==> src/hw/rtl/mpr_pkg.sv <==
// Package with the shared constants, types and payload structs of the memory pressure regulator.
package mpr_pkg;

    localparam int COUNT_WIDTH     = 40;
    localparam int SUM_WIDTH       = COUNT_WIDTH + 2;
    localparam int UNIT_WIDTH      = (COUNT_WIDTH + 3 > 28) ? COUNT_WIDTH + 3 : 28;
    localparam int LEVEL_WIDTH     = 14;
    localparam int TTL_WIDTH       = 32;
    localparam int THR_WIDTH       = 12;
    localparam int CLASS_WIDTH     = 2;
    localparam int RESERVE_WIDTH   = 7;
    localparam int CFG_DATA_WIDTH  = 32;
    localparam int CFG_INDEX_WIDTH = 1;
    localparam int MUL_A_WIDTH     = 32;
    localparam int MUL_B_WIDTH     = 18;
    localparam int PROD_WIDTH      = MUL_A_WIDTH + MUL_B_WIDTH;
    localparam int STEP_WIDTH      = 5;
    localparam int QUOT_WIDTH      = 32;
    localparam int NUM_WIDTH       = 32;
    localparam int THR_NUM_BITS    = 19;

    localparam logic [LEVEL_WIDTH-1:0] SCALE     = 14'd10000;
    localparam logic [LEVEL_WIDTH-1:0] HIGH_CAP  = 14'd9700;
    localparam logic [LEVEL_WIDTH-1:0] LOW_STEP  = 14'd100;
    localparam logic [LEVEL_WIDTH-1:0] HIGH_STEP = 14'd103;
    localparam logic [LEVEL_WIDTH-1:0] THR_MIN   = 14'd3333;
    localparam logic [LEVEL_WIDTH-1:0] THR_DEN   = 14'd10001;
    localparam logic [LEVEL_WIDTH-1:0] DUR_COLD  = 14'd1500;
    localparam logic [LEVEL_WIDTH-1:0] DUR_WARM  = 14'd3000;
    localparam logic [LEVEL_WIDTH-1:0] SQ_LIMIT  = 14'd500;

    localparam logic [MUL_B_WIDTH-1:0]  TTL_GAIN = 18'd250000;
    localparam logic [NUM_WIDTH-1:0]    THR_NUM  = 32'd500000;
    localparam logic [THR_NUM_BITS-1:0] THR_BASE = 19'(500000 / 10001);
    localparam logic [THR_NUM_BITS-1:0] THR_CAP  = 19'd3000;

    localparam logic [RESERVE_WIDTH-1:0] RESERVE_MAX   = 7'd100;
    localparam logic [RESERVE_WIDTH-1:0] RESERVE_RESET = 7'd90;
    localparam logic [TTL_WIDTH-1:0]     BASE_TTL_RESET = 32'd10000000;

    localparam logic [CFG_INDEX_WIDTH-1:0] REG_RESERVE_PERCENT = 1'b0;
    localparam logic [CFG_INDEX_WIDTH-1:0] REG_BASE_TTL_US     = 1'b1;

    localparam logic [CLASS_WIDTH-1:0] CLASS_COLD = 2'd0;
    localparam logic [CLASS_WIDTH-1:0] CLASS_WARM = 2'd1;
    localparam logic [CLASS_WIDTH-1:0] CLASS_HOT  = 2'd2;

    typedef struct packed {
        logic [COUNT_WIDTH-1:0] free_pages;
        logic [COUNT_WIDTH-1:0] hot_pages;
        logic [COUNT_WIDTH-1:0] warm_pages;
        logic [COUNT_WIDTH-1:0] cold_pages;
        logic [CLASS_WIDTH-1:0] region_class;
    } mpr_sample_t;

    typedef struct packed {
        logic [LEVEL_WIDTH-1:0] free_share;
        logic [LEVEL_WIDTH-1:0] low_mark;
        logic [LEVEL_WIDTH-1:0] high_mark;
        logic [LEVEL_WIDTH-1:0] pressure_level;
        logic [TTL_WIDTH-1:0]   current_ttl_us;
        logic [THR_WIDTH-1:0]   throttle_us;
        logic                   duress;
    } mpr_result_t;

    typedef struct packed {
        logic [LEVEL_WIDTH-1:0] low_mark;
        logic [LEVEL_WIDTH-1:0] high_mark;
        logic [TTL_WIDTH-1:0]   base_ttl;
    } mpr_cfg_t;

endpackage

==> src/hw/rtl/mpr_step_unit.sv <==
// Shared add, compare and conditional subtract unit that performs one quotient step.
module mpr_step_unit
    import mpr_pkg::*;
(
    input  logic [UNIT_WIDTH-1:0] a,
    input  logic [UNIT_WIDTH-1:0] b,
    input  logic                  carry_in,
    input  logic [UNIT_WIDTH-1:0] divisor,
    output logic [UNIT_WIDTH-1:0] remainder,
    output logic                  taken
);

    logic [UNIT_WIDTH-1:0] sum;

    assign sum       = a + b + UNIT_WIDTH'(carry_in);
    assign taken     = (sum >= divisor);
    assign remainder = taken ? (sum - divisor) : sum;

endmodule

==> src/hw/rtl/mpr_core.sv <==
// Sequencer and datapath that turn one sample into one regulator result.
module mpr_core
    import mpr_pkg::*;
(
    input  logic        clk,
    input  logic        rst_n,
    input  mpr_cfg_t    cfg,
    input  logic        sample_valid,
    output logic        sample_stall,
    input  mpr_sample_t sample,
    output logic        result_valid,
    input  logic        result_stall,
    output mpr_result_t result
);

    typedef enum logic [14:0] {
        S_IDLE      = 15'b000000000000001,
        S_TRACK     = 15'b000000000000010,
        S_TOTAL     = 15'b000000000000100,
        S_SHARE_A   = 15'b000000000001000,
        S_SHARE_B   = 15'b000000000010000,
        S_DECIDE    = 15'b000000000100000,
        S_XMUL      = 15'b000000001000000,
        S_XDIV      = 15'b000000010000000,
        S_XSQ       = 15'b000000100000000,
        S_TTLMUL    = 15'b000001000000000,
        S_TTLDIV    = 15'b000010000000000,
        S_THR_SETUP = 15'b000100000000000,
        S_THRDIV    = 15'b001000000000000,
        S_THRFIN    = 15'b010000000000000,
        S_DONE      = 15'b100000000000000
    } state_t;

    localparam logic [STEP_WIDTH-1:0] LEVEL_TOP = STEP_WIDTH'(LEVEL_WIDTH - 1);
    localparam logic [STEP_WIDTH-1:0] QUOT_TOP  = STEP_WIDTH'(QUOT_WIDTH - 1);
    localparam logic [STEP_WIDTH-1:0] THR_TOP   = STEP_WIDTH'(THR_NUM_BITS - 1);

    state_t state_reg, state_next;
    logic   result_valid_reg, result_valid_next;

    mpr_sample_t            sample_reg, sample_next;
    mpr_result_t            result_reg, result_next;
    logic [SUM_WIDTH-1:0]   track_reg, track_next;
    logic [UNIT_WIDTH-1:0]  r_reg, r_next;
    logic [UNIT_WIDTH-1:0]  d_reg, d_next;
    logic [QUOT_WIDTH-1:0]  q_reg, q_next;
    logic [NUM_WIDTH-1:0]   num_reg, num_next;
    logic [STEP_WIDTH-1:0]  cnt_reg, cnt_next;
    logic                   zero_reg, zero_next;
    logic [LEVEL_WIDTH-1:0] share_reg, share_next;
    logic [THR_WIDTH-1:0]   thr_reg, thr_next;
    logic [LEVEL_WIDTH-1:0] pressure_reg, pressure_next;
    logic [TTL_WIDTH-1:0]   ttl_now_reg, ttl_now_next;

    logic [UNIT_WIDTH-1:0]  unit_b;
    logic                   unit_cin;
    logic [UNIT_WIDTH-1:0]  unit_rem;
    logic                   unit_taken;
    logic [MUL_A_WIDTH-1:0] mul_a;
    logic [MUL_B_WIDTH-1:0] mul_b;
    logic [PROD_WIDTH-1:0]  prod;
    logic [SUM_WIDTH-1:0]   total;
    logic [LEVEL_WIDTH-1:0] share_v;
    logic [LEVEL_WIDTH-1:0] x_v;
    logic [THR_NUM_BITS-1:0] thr_v;
    logic                   duress_v;
    logic                   accept;

    mpr_step_unit u_step (
        .a         (r_reg),
        .b         (unit_b),
        .carry_in  (unit_cin),
        .divisor   (d_reg),
        .remainder (unit_rem),
        .taken     (unit_taken)
    );

    assign prod = PROD_WIDTH'(mul_a) * PROD_WIDTH'(mul_b);

    assign sample_stall = (state_reg != S_IDLE);
    assign accept       = sample_valid && !sample_stall;
    assign result_valid = result_valid_reg;
    assign result       = result_reg;

    assign total   = SUM_WIDTH'(sample_reg.free_pages) + track_reg;
    assign share_v = zero_reg ? SCALE : (SCALE - q_reg[LEVEL_WIDTH-1:0]);
    assign x_v     = SCALE - q_reg[LEVEL_WIDTH-1:0];
    assign thr_v   = q_reg[THR_NUM_BITS-1:0] - THR_BASE;

    assign duress_v = (pressure_reg >= DUR_COLD) &&
                      ((sample_reg.region_class == CLASS_COLD) ||
                       ((sample_reg.region_class == CLASS_WARM) && (pressure_reg > DUR_WARM)));

    always_comb
    begin
        unit_b   = (state_reg == S_SHARE_B) ? UNIT_WIDTH'(track_reg) : r_reg;
        unit_cin = 1'b0;
        if ((state_reg == S_XDIV) || (state_reg == S_TTLDIV) || (state_reg == S_THRDIV))
        begin
            unit_cin = num_reg[cnt_reg];
        end
        mul_a = MUL_A_WIDTH'(share_reg);
        mul_b = MUL_B_WIDTH'(SCALE);
        if (state_reg == S_XSQ)
        begin
            mul_a = MUL_A_WIDTH'(x_v);
            mul_b = MUL_B_WIDTH'(x_v);
        end
        else if (state_reg == S_TTLMUL)
        begin
            mul_a = cfg.base_ttl;
            mul_b = TTL_GAIN;
        end
    end

    always_comb
    begin
        state_next        = state_reg;
        result_valid_next = result_valid_reg;
        sample_next       = sample_reg;
        result_next       = result_reg;
        track_next        = track_reg;
        r_next            = r_reg;
        d_next            = d_reg;
        q_next            = q_reg;
        num_next          = num_reg;
        cnt_next          = cnt_reg;
        zero_next         = zero_reg;
        share_next        = share_reg;
        thr_next          = thr_reg;
        pressure_next     = pressure_reg;
        ttl_now_next      = ttl_now_reg;

        if (result_valid_reg && !result_stall)
        begin
            result_valid_next = 1'b0;
        end

        unique case (state_reg)
            S_IDLE:
            begin
                if (accept)
                begin
                    sample_next = sample;
                    state_next  = S_TRACK;
                end
            end
            S_TRACK:
            begin
                track_next = SUM_WIDTH'(sample_reg.hot_pages) +
                             SUM_WIDTH'(sample_reg.warm_pages) +
                             SUM_WIDTH'(sample_reg.cold_pages);
                state_next = S_TOTAL;
            end
            S_TOTAL:
            begin
                d_next     = UNIT_WIDTH'(total);
                zero_next  = (total == '0);
                r_next     = '0;
                q_next     = '0;
                cnt_next   = LEVEL_TOP;
                state_next = (total == '0) ? S_DECIDE : S_SHARE_A;
            end
            S_SHARE_A:
            begin
                r_next = unit_rem;
                q_next = {q_reg[QUOT_WIDTH-2:0], unit_taken};
                if (SCALE[cnt_reg[3:0]])
                begin
                    state_next = S_SHARE_B;
                end
                else if (cnt_reg == '0)
                begin
                    state_next = S_DECIDE;
                end
                else
                begin
                    cnt_next = cnt_reg - STEP_WIDTH'(1);
                end
            end
            S_SHARE_B:
            begin
                r_next = unit_rem;
                q_next = q_reg + QUOT_WIDTH'(unit_taken);
                if (cnt_reg == '0)
                begin
                    state_next = S_DECIDE;
                end
                else
                begin
                    cnt_next   = cnt_reg - STEP_WIDTH'(1);
                    state_next = S_SHARE_A;
                end
            end
            S_DECIDE:
            begin
                share_next = share_v;
                if (share_v >= cfg.high_mark)
                begin
                    pressure_next = '0;
                    ttl_now_next  = cfg.base_ttl;
                    state_next    = S_THR_SETUP;
                end
                else if ((share_v < cfg.low_mark) || (pressure_reg != '0))
                begin
                    state_next = S_XMUL;
                end
                else
                begin
                    state_next = S_THR_SETUP;
                end
            end
            S_XMUL:
            begin
                r_next     = UNIT_WIDTH'(prod >> LEVEL_WIDTH);
                num_next   = NUM_WIDTH'(prod[LEVEL_WIDTH-1:0]);
                d_next     = UNIT_WIDTH'(cfg.high_mark);
                q_next     = '0;
                cnt_next   = LEVEL_TOP;
                state_next = S_XDIV;
            end
            S_XDIV:
            begin
                r_next = unit_rem;
                q_next = {q_reg[QUOT_WIDTH-2:0], unit_taken};
                if (cnt_reg == '0)
                begin
                    state_next = S_XSQ;
                end
                else
                begin
                    cnt_next = cnt_reg - STEP_WIDTH'(1);
                end
            end
            S_XSQ:
            begin
                d_next     = UNIT_WIDTH'(prod);
                state_next = S_THR_SETUP;
                if (x_v != pressure_reg)
                begin
                    pressure_next = x_v;
                    if (x_v <= SQ_LIMIT)
                    begin
                        ttl_now_next = cfg.base_ttl;
                    end
                    else
                    begin
                        state_next = S_TTLMUL;
                    end
                end
            end
            S_TTLMUL:
            begin
                r_next     = UNIT_WIDTH'(prod[PROD_WIDTH-1:QUOT_WIDTH]);
                num_next   = prod[NUM_WIDTH-1:0];
                q_next     = '0;
                cnt_next   = QUOT_TOP;
                state_next = S_TTLDIV;
            end
            S_TTLDIV:
            begin
                r_next = unit_rem;
                q_next = {q_reg[QUOT_WIDTH-2:0], unit_taken};
                if (cnt_reg == '0)
                begin
                    ttl_now_next = {q_reg[QUOT_WIDTH-2:0], unit_taken};
                    state_next   = S_THR_SETUP;
                end
                else
                begin
                    cnt_next = cnt_reg - STEP_WIDTH'(1);
                end
            end
            S_THR_SETUP:
            begin
                if (pressure_reg >= THR_MIN)
                begin
                    d_next     = UNIT_WIDTH'(THR_DEN - pressure_reg);
                    r_next     = '0;
                    num_next   = THR_NUM;
                    q_next     = '0;
                    cnt_next   = THR_TOP;
                    state_next = S_THRDIV;
                end
                else
                begin
                    thr_next   = '0;
                    state_next = S_DONE;
                end
            end
            S_THRDIV:
            begin
                r_next = unit_rem;
                q_next = {q_reg[QUOT_WIDTH-2:0], unit_taken};
                if (cnt_reg == '0)
                begin
                    state_next = S_THRFIN;
                end
                else
                begin
                    cnt_next = cnt_reg - STEP_WIDTH'(1);
                end
            end
            S_THRFIN:
            begin
                thr_next   = (thr_v > THR_CAP) ? THR_WIDTH'(THR_CAP) : thr_v[THR_WIDTH-1:0];
                state_next = S_DONE;
            end
            S_DONE:
            begin
                if (!result_valid_reg || !result_stall)
                begin
                    result_next.free_share     = share_reg;
                    result_next.low_mark       = cfg.low_mark;
                    result_next.high_mark      = cfg.high_mark;
                    result_next.pressure_level = pressure_reg;
                    result_next.current_ttl_us = ttl_now_reg;
                    result_next.throttle_us    = thr_reg;
                    result_next.duress         = duress_v;
                    result_valid_next          = 1'b1;
                    state_next                 = S_IDLE;
                end
            end
            default:
            begin
                state_next = S_IDLE;
            end
        endcase
    end

    always_ff @(posedge clk or negedge rst_n)
    begin
        if (!rst_n)
        begin
            state_reg        <= S_IDLE;
            result_valid_reg <= 1'b0;
            pressure_reg     <= '0;
            ttl_now_reg      <= '0;
        end
        else
        begin
            state_reg        <= state_next;
            result_valid_reg <= result_valid_next;
            pressure_reg     <= pressure_next;
            ttl_now_reg      <= ttl_now_next;
        end
    end

    always_ff @(posedge clk)
    begin
        sample_reg <= sample_next;
        result_reg <= result_next;
        track_reg  <= track_next;
        r_reg      <= r_next;
        d_reg      <= d_next;
        q_reg      <= q_next;
        num_reg    <= num_next;
        cnt_reg    <= cnt_next;
        zero_reg   <= zero_next;
        share_reg  <= share_next;
        thr_reg    <= thr_next;
    end

endmodule

==> src/hw/rtl/memory_pressure_regulator.sv <==
// Top level of the memory pressure regulator: configuration registers, watermarks and core.
//
// The fastest case is a sample whose counts are all zero, so no division is needed; the slowest
// is one whose pressure changes, so that both the TTL and the throttle delay are recomputed. The
// pace is set by the single add, compare and subtract unit, which performs one quotient step at
// a time for the free share, the new pressure, the TTL and the throttle delay in turn. A result
// that waits on a stall holds the block in its last step. The block takes one sample at a time;
// the next sample is transferred while the previous result still waits in the output register.
// Configuration writes take effect at once and must only be made while the block is idle.
module memory_pressure_regulator
    import mpr_pkg::*;
(
    input  logic                       clk,
    input  logic                       rst_n,
    input  logic                       cfg_wr_en,
    input  logic [CFG_INDEX_WIDTH-1:0] cfg_index,
    input  logic [CFG_DATA_WIDTH-1:0]  cfg_data,
    input  logic                       sample_valid,
    output logic                       sample_stall,
    input  mpr_sample_t                sample,
    output logic                       result_valid,
    input  logic                       result_stall,
    output mpr_result_t                result
);

    logic [RESERVE_WIDTH-1:0] reserve_reg, reserve_next;
    logic [TTL_WIDTH-1:0]     base_ttl_reg, base_ttl_next;
    logic [RESERVE_WIDTH-1:0] pct;
    logic [LEVEL_WIDTH-1:0]   headroom;
    logic [LEVEL_WIDTH-1:0]   high_raw;
    mpr_cfg_t                 cfg;

    always_comb
    begin
        reserve_next  = reserve_reg;
        base_ttl_next = base_ttl_reg;
        if (cfg_wr_en)
        begin
            if (cfg_index == REG_RESERVE_PERCENT)
            begin
                reserve_next = cfg_data[RESERVE_WIDTH-1:0];
            end
            else if (cfg_index == REG_BASE_TTL_US)
            begin
                base_ttl_next = cfg_data[TTL_WIDTH-1:0];
            end
        end
    end

    always_ff @(posedge clk or negedge rst_n)
    begin
        if (!rst_n)
        begin
            reserve_reg  <= RESERVE_RESET;
            base_ttl_reg <= BASE_TTL_RESET;
        end
        else
        begin
            reserve_reg  <= reserve_next;
            base_ttl_reg <= base_ttl_next;
        end
    end

    // The high mark is three percent above the low mark, which is a multiple of one hundred, capped at 9700.
    assign pct      = (reserve_reg > RESERVE_MAX) ? RESERVE_MAX : reserve_reg;
    assign headroom = LEVEL_WIDTH'(RESERVE_MAX - pct);
    assign high_raw = headroom * HIGH_STEP;

    assign cfg.low_mark  = headroom * LOW_STEP;
    assign cfg.high_mark = (high_raw > HIGH_CAP) ? HIGH_CAP : high_raw;
    assign cfg.base_ttl  = base_ttl_reg;

    mpr_core u_core (
        .clk          (clk),
        .rst_n        (rst_n),
        .cfg          (cfg),
        .sample_valid (sample_valid),
        .sample_stall (sample_stall),
        .sample       (sample),
        .result_valid (result_valid),
        .result_stall (result_stall),
        .result       (result)
    );

endmodule
==> config.mk <==
export PLATFORM = sky130hd
export DESIGN_NAME = memory_pressure_regulator
export DESIGN_NICKNAME = d
export VERILOG_FILES = /design/src/hw/rtl/mpr_pkg.sv /design/src/hw/rtl/mpr_step_unit.sv /design/src/hw/rtl/mpr_core.sv /design/src/hw/rtl/memory_pressure_regulator.sv
export SDC_FILE = /design/constraint.sdc
export NUM_CORES = 2
export LEC_CHECK = 0
export BUFFER_PORTS_ARGS = -buffer_cell sky130_fd_sc_hd__buf_2
export CORE_ASPECT_RATIO = 1.25
export CORE_MARGIN = 3
export CORE_UTILIZATION = 55
export DETAILED_ROUTE_END_ITERATION = 10
export PLACE_DENSITY_LB_ADDON = 0.2
export SLEW_MARGIN = 10
export SYNTH_ARGS = -nofsm -noshare
export SYNTH_HDL_FRONTEND = slang
export SYNTH_SLANG_ARGS = --single-unit
==> constraint.sdc <==
create_clock -name clk -period 17.9 [get_ports clk]
set_clock_uncertainty 0.15 [all_clocks]
set_input_delay 0.895 -clock clk [delete_from_list [all_inputs] [get_ports clk]]
set_output_delay 0.895 -clock clk [all_outputs]
set_load 0.005 [all_outputs]
After elaboration in Yosys (flattened, before gate mapping):

Memory sizes are Yosys's and may differ from the RTL's. A register that Yosys moved wholly into a read port is not among the register bits.
Index checks and enable logic that the tools add are counted.

* add/sub/neg operators: 12
* multiply operators: 3
* magnitude comparators: 12
* equal/unequal tests: 30
* mux-type cells: 55
* bitwise gates (word level): 1
* reductions and logical operators: 42

Operators with widths (number)
* 32-bit two-way mux: 8
* 15-bit case mux with 15 select lines: 1
* 43-bit case mux with 5 select lines: 1
* 32-bit case mux with 3 select lines: 2
* 43-bit two-way mux: 4
* 43-bit case mux with 4 select lines: 1
* 15-bit two-way mux: 10
* 32-bit case mux with 4 select lines: 1
* 14-bit two-way mux: 4
* 32-bit by 18-bit multiplier with 50-bit output: 1
* 12-bit two-way mux: 4
* 43-bit by 1-bit adder with 43-bit output: 1
* 43-bit adder: 1
* 43-bit >= comparator: 1
* 43-bit subtractor: 1
* 40-bit by 42-bit adder with 42-bit output: 1
* 42-bit by 40-bit adder with 42-bit output: 1
* 42-bit zero test: 1
* 40-bit by 40-bit adder with 41-bit output: 1
* 18-bit two-way mux: 2
* 32-bit by 1-bit adder with 32-bit output: 1
* 14-bit case mux with 2 select lines: 1
* 5-bit case mux with 5 select lines: 1
* 12-bit case mux with 2 select lines: 1
* other kinds (64): 104

* flip-flop bits (word level): 586
* memory bits (read-only): 16
* input bits: 200
* output and inout port bits: 103
* memories kept: 1

Memories
* (no name shown): depth 16, width 1, rd ports 1, clocked after memory_dff 1, wr ports 0, line mpr_core.sv:168 `if (SCALE[cnt_reg[3:0]])`

Longest topological paths before layout:

* depth after elaboration: 9
* mapped depth: 45

By module:

Synthesis repeated with hierarchy kept, for this count alone.

* cell total of the unflattened synthesis: 5372
* area total of the unflattened synthesis: 54129.4 um^2

Modules (own cells, without submodules)
* mpr_core: times used 1, cells an instance 4206, area each 45013.2 um^2
* mpr_step_unit: times used 1, cells an instance 807, area each 5490.3 um^2
* memory_pressure_regulator: times used 1, cells an instance 359, area each 3626.0 um^2

Least setup slack after synthesis:

Ideal clock, no wire load.

* path type: flip-flop to flip-flop
* start point: reg u_core.q_reg[0]
* end point: reg u_core.r_reg[10], data pin
* arrival: 8.544 ns
* required time: 17.483 ns
* slack: 8.939 ns
* stages on the path, launching flop included: 36
* clock period less this slack: 8.961 ns
* cells stage by stage: edfxtp_1 > clkbuf_1 > inv_1 > ha_1 > or3b_1 > clkbuf_1 > a21boi_1 > nor2_1 > xnor2_1 > nand2b_1 > o21a_1 > o21a_1 > clkbuf_1 > nand2_1 > fa_1 > inv_1 > fa_1 > inv_1 > fa_1 > fa_1 > fa_1 > inv_1 > fa_1 > ha_1 > a21o_1 > a21oi_1 > nor2b_1 > a2111oi_0 > a2111oi_0 > nor4_1 > o21a_1 > o21bai_1 > a21oi_1 > xor2_1 > o22a_1 > o21ai_0

* cells in the longest elaborated chain, start to end: 4
* elaborated cells on any way between the ends: 5
* those cells by class: add/sub: 1; mul: 1; mux: 3

RTL lines
* from (decl): line mpr_core.sv:46 `logic [QUOT_WIDTH-1:0] q_reg, q_next;`
* from (signal assigned): line mpr_core.sv:356 `q_reg <= q_next;`
* 14-bit subtractor (*): line mpr_core.sv:87 `assign x_v = SCALE - q_reg[LEVEL_WIDTH-1:0];`
* 32-bit two-way mux / 18-bit two-way mux (equally long branches): line mpr_core.sv:104 `if (state_reg == S_XSQ)`
* 32-bit by 18-bit multiplier with 50-bit output (*): line mpr_core.sv:78 `assign prod = PROD_WIDTH'(mul_a) * PROD_WIDTH'(mul_b);`
* 43-bit case mux with 5 select lines (*): line mpr_core.sv:139 `unique case (state_reg)`
* net u_core.r_next[10]: line mpr_core.sv:44 `logic [UNIT_WIDTH-1:0] r_reg, r_next;`
* to (signal assigned): line mpr_core.sv:354 `r_reg <= r_next;`
* to (decl): line mpr_core.sv:44

Mark *: on every way through the listed nets, which the timed path passes. The rest lies on a longest branch.
A chain may end at the register's enable or synchronous reset.

Final worst setup path:

* start point: reg u_core.state_reg[7]
* end point: reg u_core.r_reg[11], data pin

* cells in the longest elaborated chain, start to end: 8
* elaborated cells on any way between the ends: 26
* those cells by class: add/sub: 3; mul: 1; order compare: 1; eq/ne: 10; mux: 8; reduce/logical: 3

RTL lines
* from (decl): line mpr_core.sv:38 `state_t state_reg, state_next;`
* from (signal assigned): line mpr_core.sv:342 `state_reg <= state_next;`
* branches (longest 7 deep; another with 43-bit adder)
* 43-bit case mux with 5 select lines (*): line mpr_core.sv:139
* net u_core.r_next[11]: line mpr_core.sv:44

Mark *: on every way through the listed nets, which the timed path passes.

==> results_dict.tcl <==
set metrics [dict create \
    dr.first_iter.drc_count 2875 \
    vias 40710 \
    standard_cell_with_the_maximum_stage_delay_on_the_critical_path "sky130_fd_sc_hd__nor2_1" \
    design.portCount 303 \
    async_reset_ff_share_pct 17.24 \
    drt-total-wl_microns 156200 \
    max_clock_freq_mhz 84.65 \
    vias_per_cell 5.687 \
    grt_antenna_before_repair 10 \
    area_overhead_of_the_layout_relative_to_synthesis_pct 11.20 \
    final_core_util_pct 61.88 \
    synth_enable_flop_cells 484 \
    finalHoldViolCount 0 \
    remaining_drc_errors 0 \
    worst_hold_path_type "primary input to async pin" \
    clk_root_buffer_cell "sky130_fd_sc_hd__clkbuf_16" \
    filler_instances 8096 \
    netlist_instances 5343 \
    cts_max_level 3 \
    critical_path.max_stage_delay_ps 950 \
    initial_utilization_pct 55.64 \
    cts_tree "built" \
    post-cts-setup-buffers 0 \
    critical_path_buf_inv_count 4 \
    critPathMaxFanout 50 \
    fin_worst_hold_slack_ps 107.7 \
    ys_warn_count 0 \
    first_global_vias 42360 \
    largest_reg_flops 162 \
    avgRoutedWirePerCell_microns 21.82 \
    mostFrequentLayoutCells "sky130_fd_sc_hd__inv_1 (765), sky130_fd_sc_hd__nand2_1 (567), sky130_fd_sc_hd__fa_1 (511)" \
    worst_voltage_drop_across_the_vdd_grid_uv 311.6 \
    cts_inserted_buffers 67 \
    grt_max_degree 90 \
    gp_routability_congestion 0.9915 \
    grt_use_total_pct 31.54 \
    cp_top_family "simple AND/OR/NAND/NOR gates" \
    post-route-min-period_ps 11810 \
    drt.antenna.violating_nets 0 \
    endpoint_kind "register" \
    timing.critical_path.mode_cell "sky130_fd_sc_hd__fa_1" \
    slew_headroom_pct 13.19 \
    synth_top_flop_cell "sky130_fd_sc_hd__edfxtp_1" \
    sequential_standard_cell_area_sq_um 17100 \
    fp.dieH_microns 354.7 \
    dp_hpwl_microns 126200 \
    clock_latency_ps 660 \
    cap_viol_max_count 0 \
    mostFrequentLayoutCell "sky130_fd_sc_hd__inv_1" \
    cts.repair.resized 0 \
    timing.critical_path.required_ps 18080 \
    worst-endpoint-arrival_ps 11990 \
    numPortBuffers 300 \
    yosysUniqueCellTypes 100 \
    fin_tns_setup_ps 0 \
    cts-hold-fix-buffers 0 \
    minimum_setup_slack_after_placement_ps 6218 \
    synth-seq-area-share_pct 31.96 \
    synth_seq_cells 586 \
    transition_time_at_the_pin_with_the_least_slew_margin_ps 1293 \
    number_of_sinks_on_the_clock_net 586 \
    layout-drive-gt1-share_pct 10.16 \
    grt_setup_unrepaired "no" \
    grt_first_pass_wirelength_microns 243300 \
    timing.setup.critical_path_class "register to register" \
    clk_transition_reported_paths_ps 60 \
    finalWorstSetupSlack_ps 6086 \
    die_area_sq_um 101100 \
    global_route.overflow_total 0 \
    final.period_utilization_pct 66.00 \
    multi_input_area_sq_um 33750 \
    final_nets 6924 \
    fp-row-count 127 \
    report.final.slew_viol_count 0 \
    deepest_clock_path_buffer_count 3 \
    die-width_microns 284.9 \
    p_leak_nw 27.05 \
    dr.pass1.iters 6 \
    core_sq_um 96140 \
    pwr_density_cell_nw_per_um2 187.5 \
    synthesis.area_sq_um 53490 \
    run_status "finished, final reports clean" \
    syn_avg_cell_area_sq_um 10.01 \
    setup_violators_final 0 \
    startpoint_type "register" \
]
==> routing by layer <==
| layer | track usage (%) | share of wire [%] | wire length (microns) | vias up |
|---|---|---|---|---|
| li1 | - | - | - | 18990 |
| met4 | 17.46 | 6.4 | 9926 | 16 |
| met1 | 37.79 | 38 | 59110 | 19960 |
| met2 | 54.59 | 50 | 77390 | 1366 |
| met5 | 0 | 0.073 | 114 | - |
| met3 | 4.727 | 6.2 | 9625 | 382 |
==> final cells by class <==
class / count / area share [%]
multi-input combinational: 4032 / 56.75
sequential: 586 / 28.74
inverter: 770 / 4.859
timing repair buffer: 354 / 3.210
clock buffer: 77 / 2.968
tap: 1290 / 2.713
clock inverter: 46 / 0.7488
antenna: 3 / 0.01262
==> through the flow <==
step	area, sq um	std cells	power, W
3_5_place_dp	57270	7032	0.009619
4_1_cts	59480	7155	0.01109
3_3_place_gp	57270	7032	0.009509
6_report	59480	7158	0.01115
5_1_grt	59480	7156	0.01199
2_1_floorplan	54290	5555	0.007301
==> where the power goes <==
group	internal (W)	total [W]	switching, W
clock	0.000792	0.00141	0.000614
sequential	0.00188	0.00203	0.000148
combinational	0.00277	0.00772	0.00495
total	0.00544	0.0112	0.00571
==> synth_stat cells, types with 31 or more instances <==
cell type | n | area share, %
sky130_fd_sc_hd__mux2_2 | 39 | 0.82
sky130_fd_sc_hd__dfrtp_1 | 88 | 4.1
sky130_fd_sc_hd__nand2_1 | 568 | 4.0
sky130_fd_sc_hd__xor2_1 | 122 | 2.0
sky130_fd_sc_hd__ha_1 | 402 | 9.4
sky130_fd_sc_hd__o211ai_1 | 33 | 0.46
sky130_fd_sc_hd__clkbuf_1 | 139 | 0.98
sky130_fd_sc_hd__nand2b_1 | 43 | 0.50
sky130_fd_sc_hd__o21bai_1 | 51 | 0.72
sky130_fd_sc_hd__a21oi_1 | 333 | 3.1
sky130_fd_sc_hd__a31oi_1 | 31 | 0.36
sky130_fd_sc_hd__o22ai_1 | 31 | 0.36
sky130_fd_sc_hd__nand3_1 | 83 | 0.78
sky130_fd_sc_hd__mux2i_1 | 53 | 0.99
sky130_fd_sc_hd__nor2b_1 | 35 | 0.41
sky130_fd_sc_hd__nor3_1 | 62 | 0.58
sky130_fd_sc_hd__and3_1 | 32 | 0.37
sky130_fd_sc_hd__nor2_1 | 292 | 2.0
sky130_fd_sc_hd__and2_1 | 58 | 0.68
sky130_fd_sc_hd__o21ai_0 | 249 | 2.3
sky130_fd_sc_hd__nand4_1 | 46 | 0.54
sky130_fd_sc_hd__o21a_1 | 56 | 0.79
sky130_fd_sc_hd__edfxtp_1 | 484 | 27
sky130_fd_sc_hd__xnor2_1 | 199 | 3.3
sky130_fd_sc_hd__fa_1 | 511 | 19
sky130_fd_sc_hd__inv_1 | 765 | 5.4
sky130_fd_sc_hd__a21o_1 | 159 | 2.2
==> path summary, 6_finish.rpt <==
kind	cells after the start	slack, ps	from	end
worst min-delay path	1	110	rst_n	u_core.ttl_now_reg[14]
worst min register to register	0	270	u_core.thr_reg[1]	u_core.result[2]
worst max register to register	28	6090	u_core.state_reg[7]	u_core.r_reg[11]
worst max-delay path	28	6090	u_core.state_reg[7]	u_core.r_reg[11]
max in group asynchronous	2	16220	rst_n	u_core.ttl_now_reg[0]
min in group clk	1	260	sample[1]	u_core.sample_reg[1]
==> kinds of logic after synthesis <==
| group | share of synthesized area, % |
|---|---|
| AOI/OAI and AO/OA | 13.92 |
| xor gates and xnor gates | 5.256 |
| adders and majority gates | 28.53 |
| buffers and inverters | 6.699 |
| DFF | 31.96 |
| muxes | 2.234 |
| other | 0.01404 |
| and+or+nand+nor | 11.39 |
Note: power is estimated with default switching activity, not from simulation.
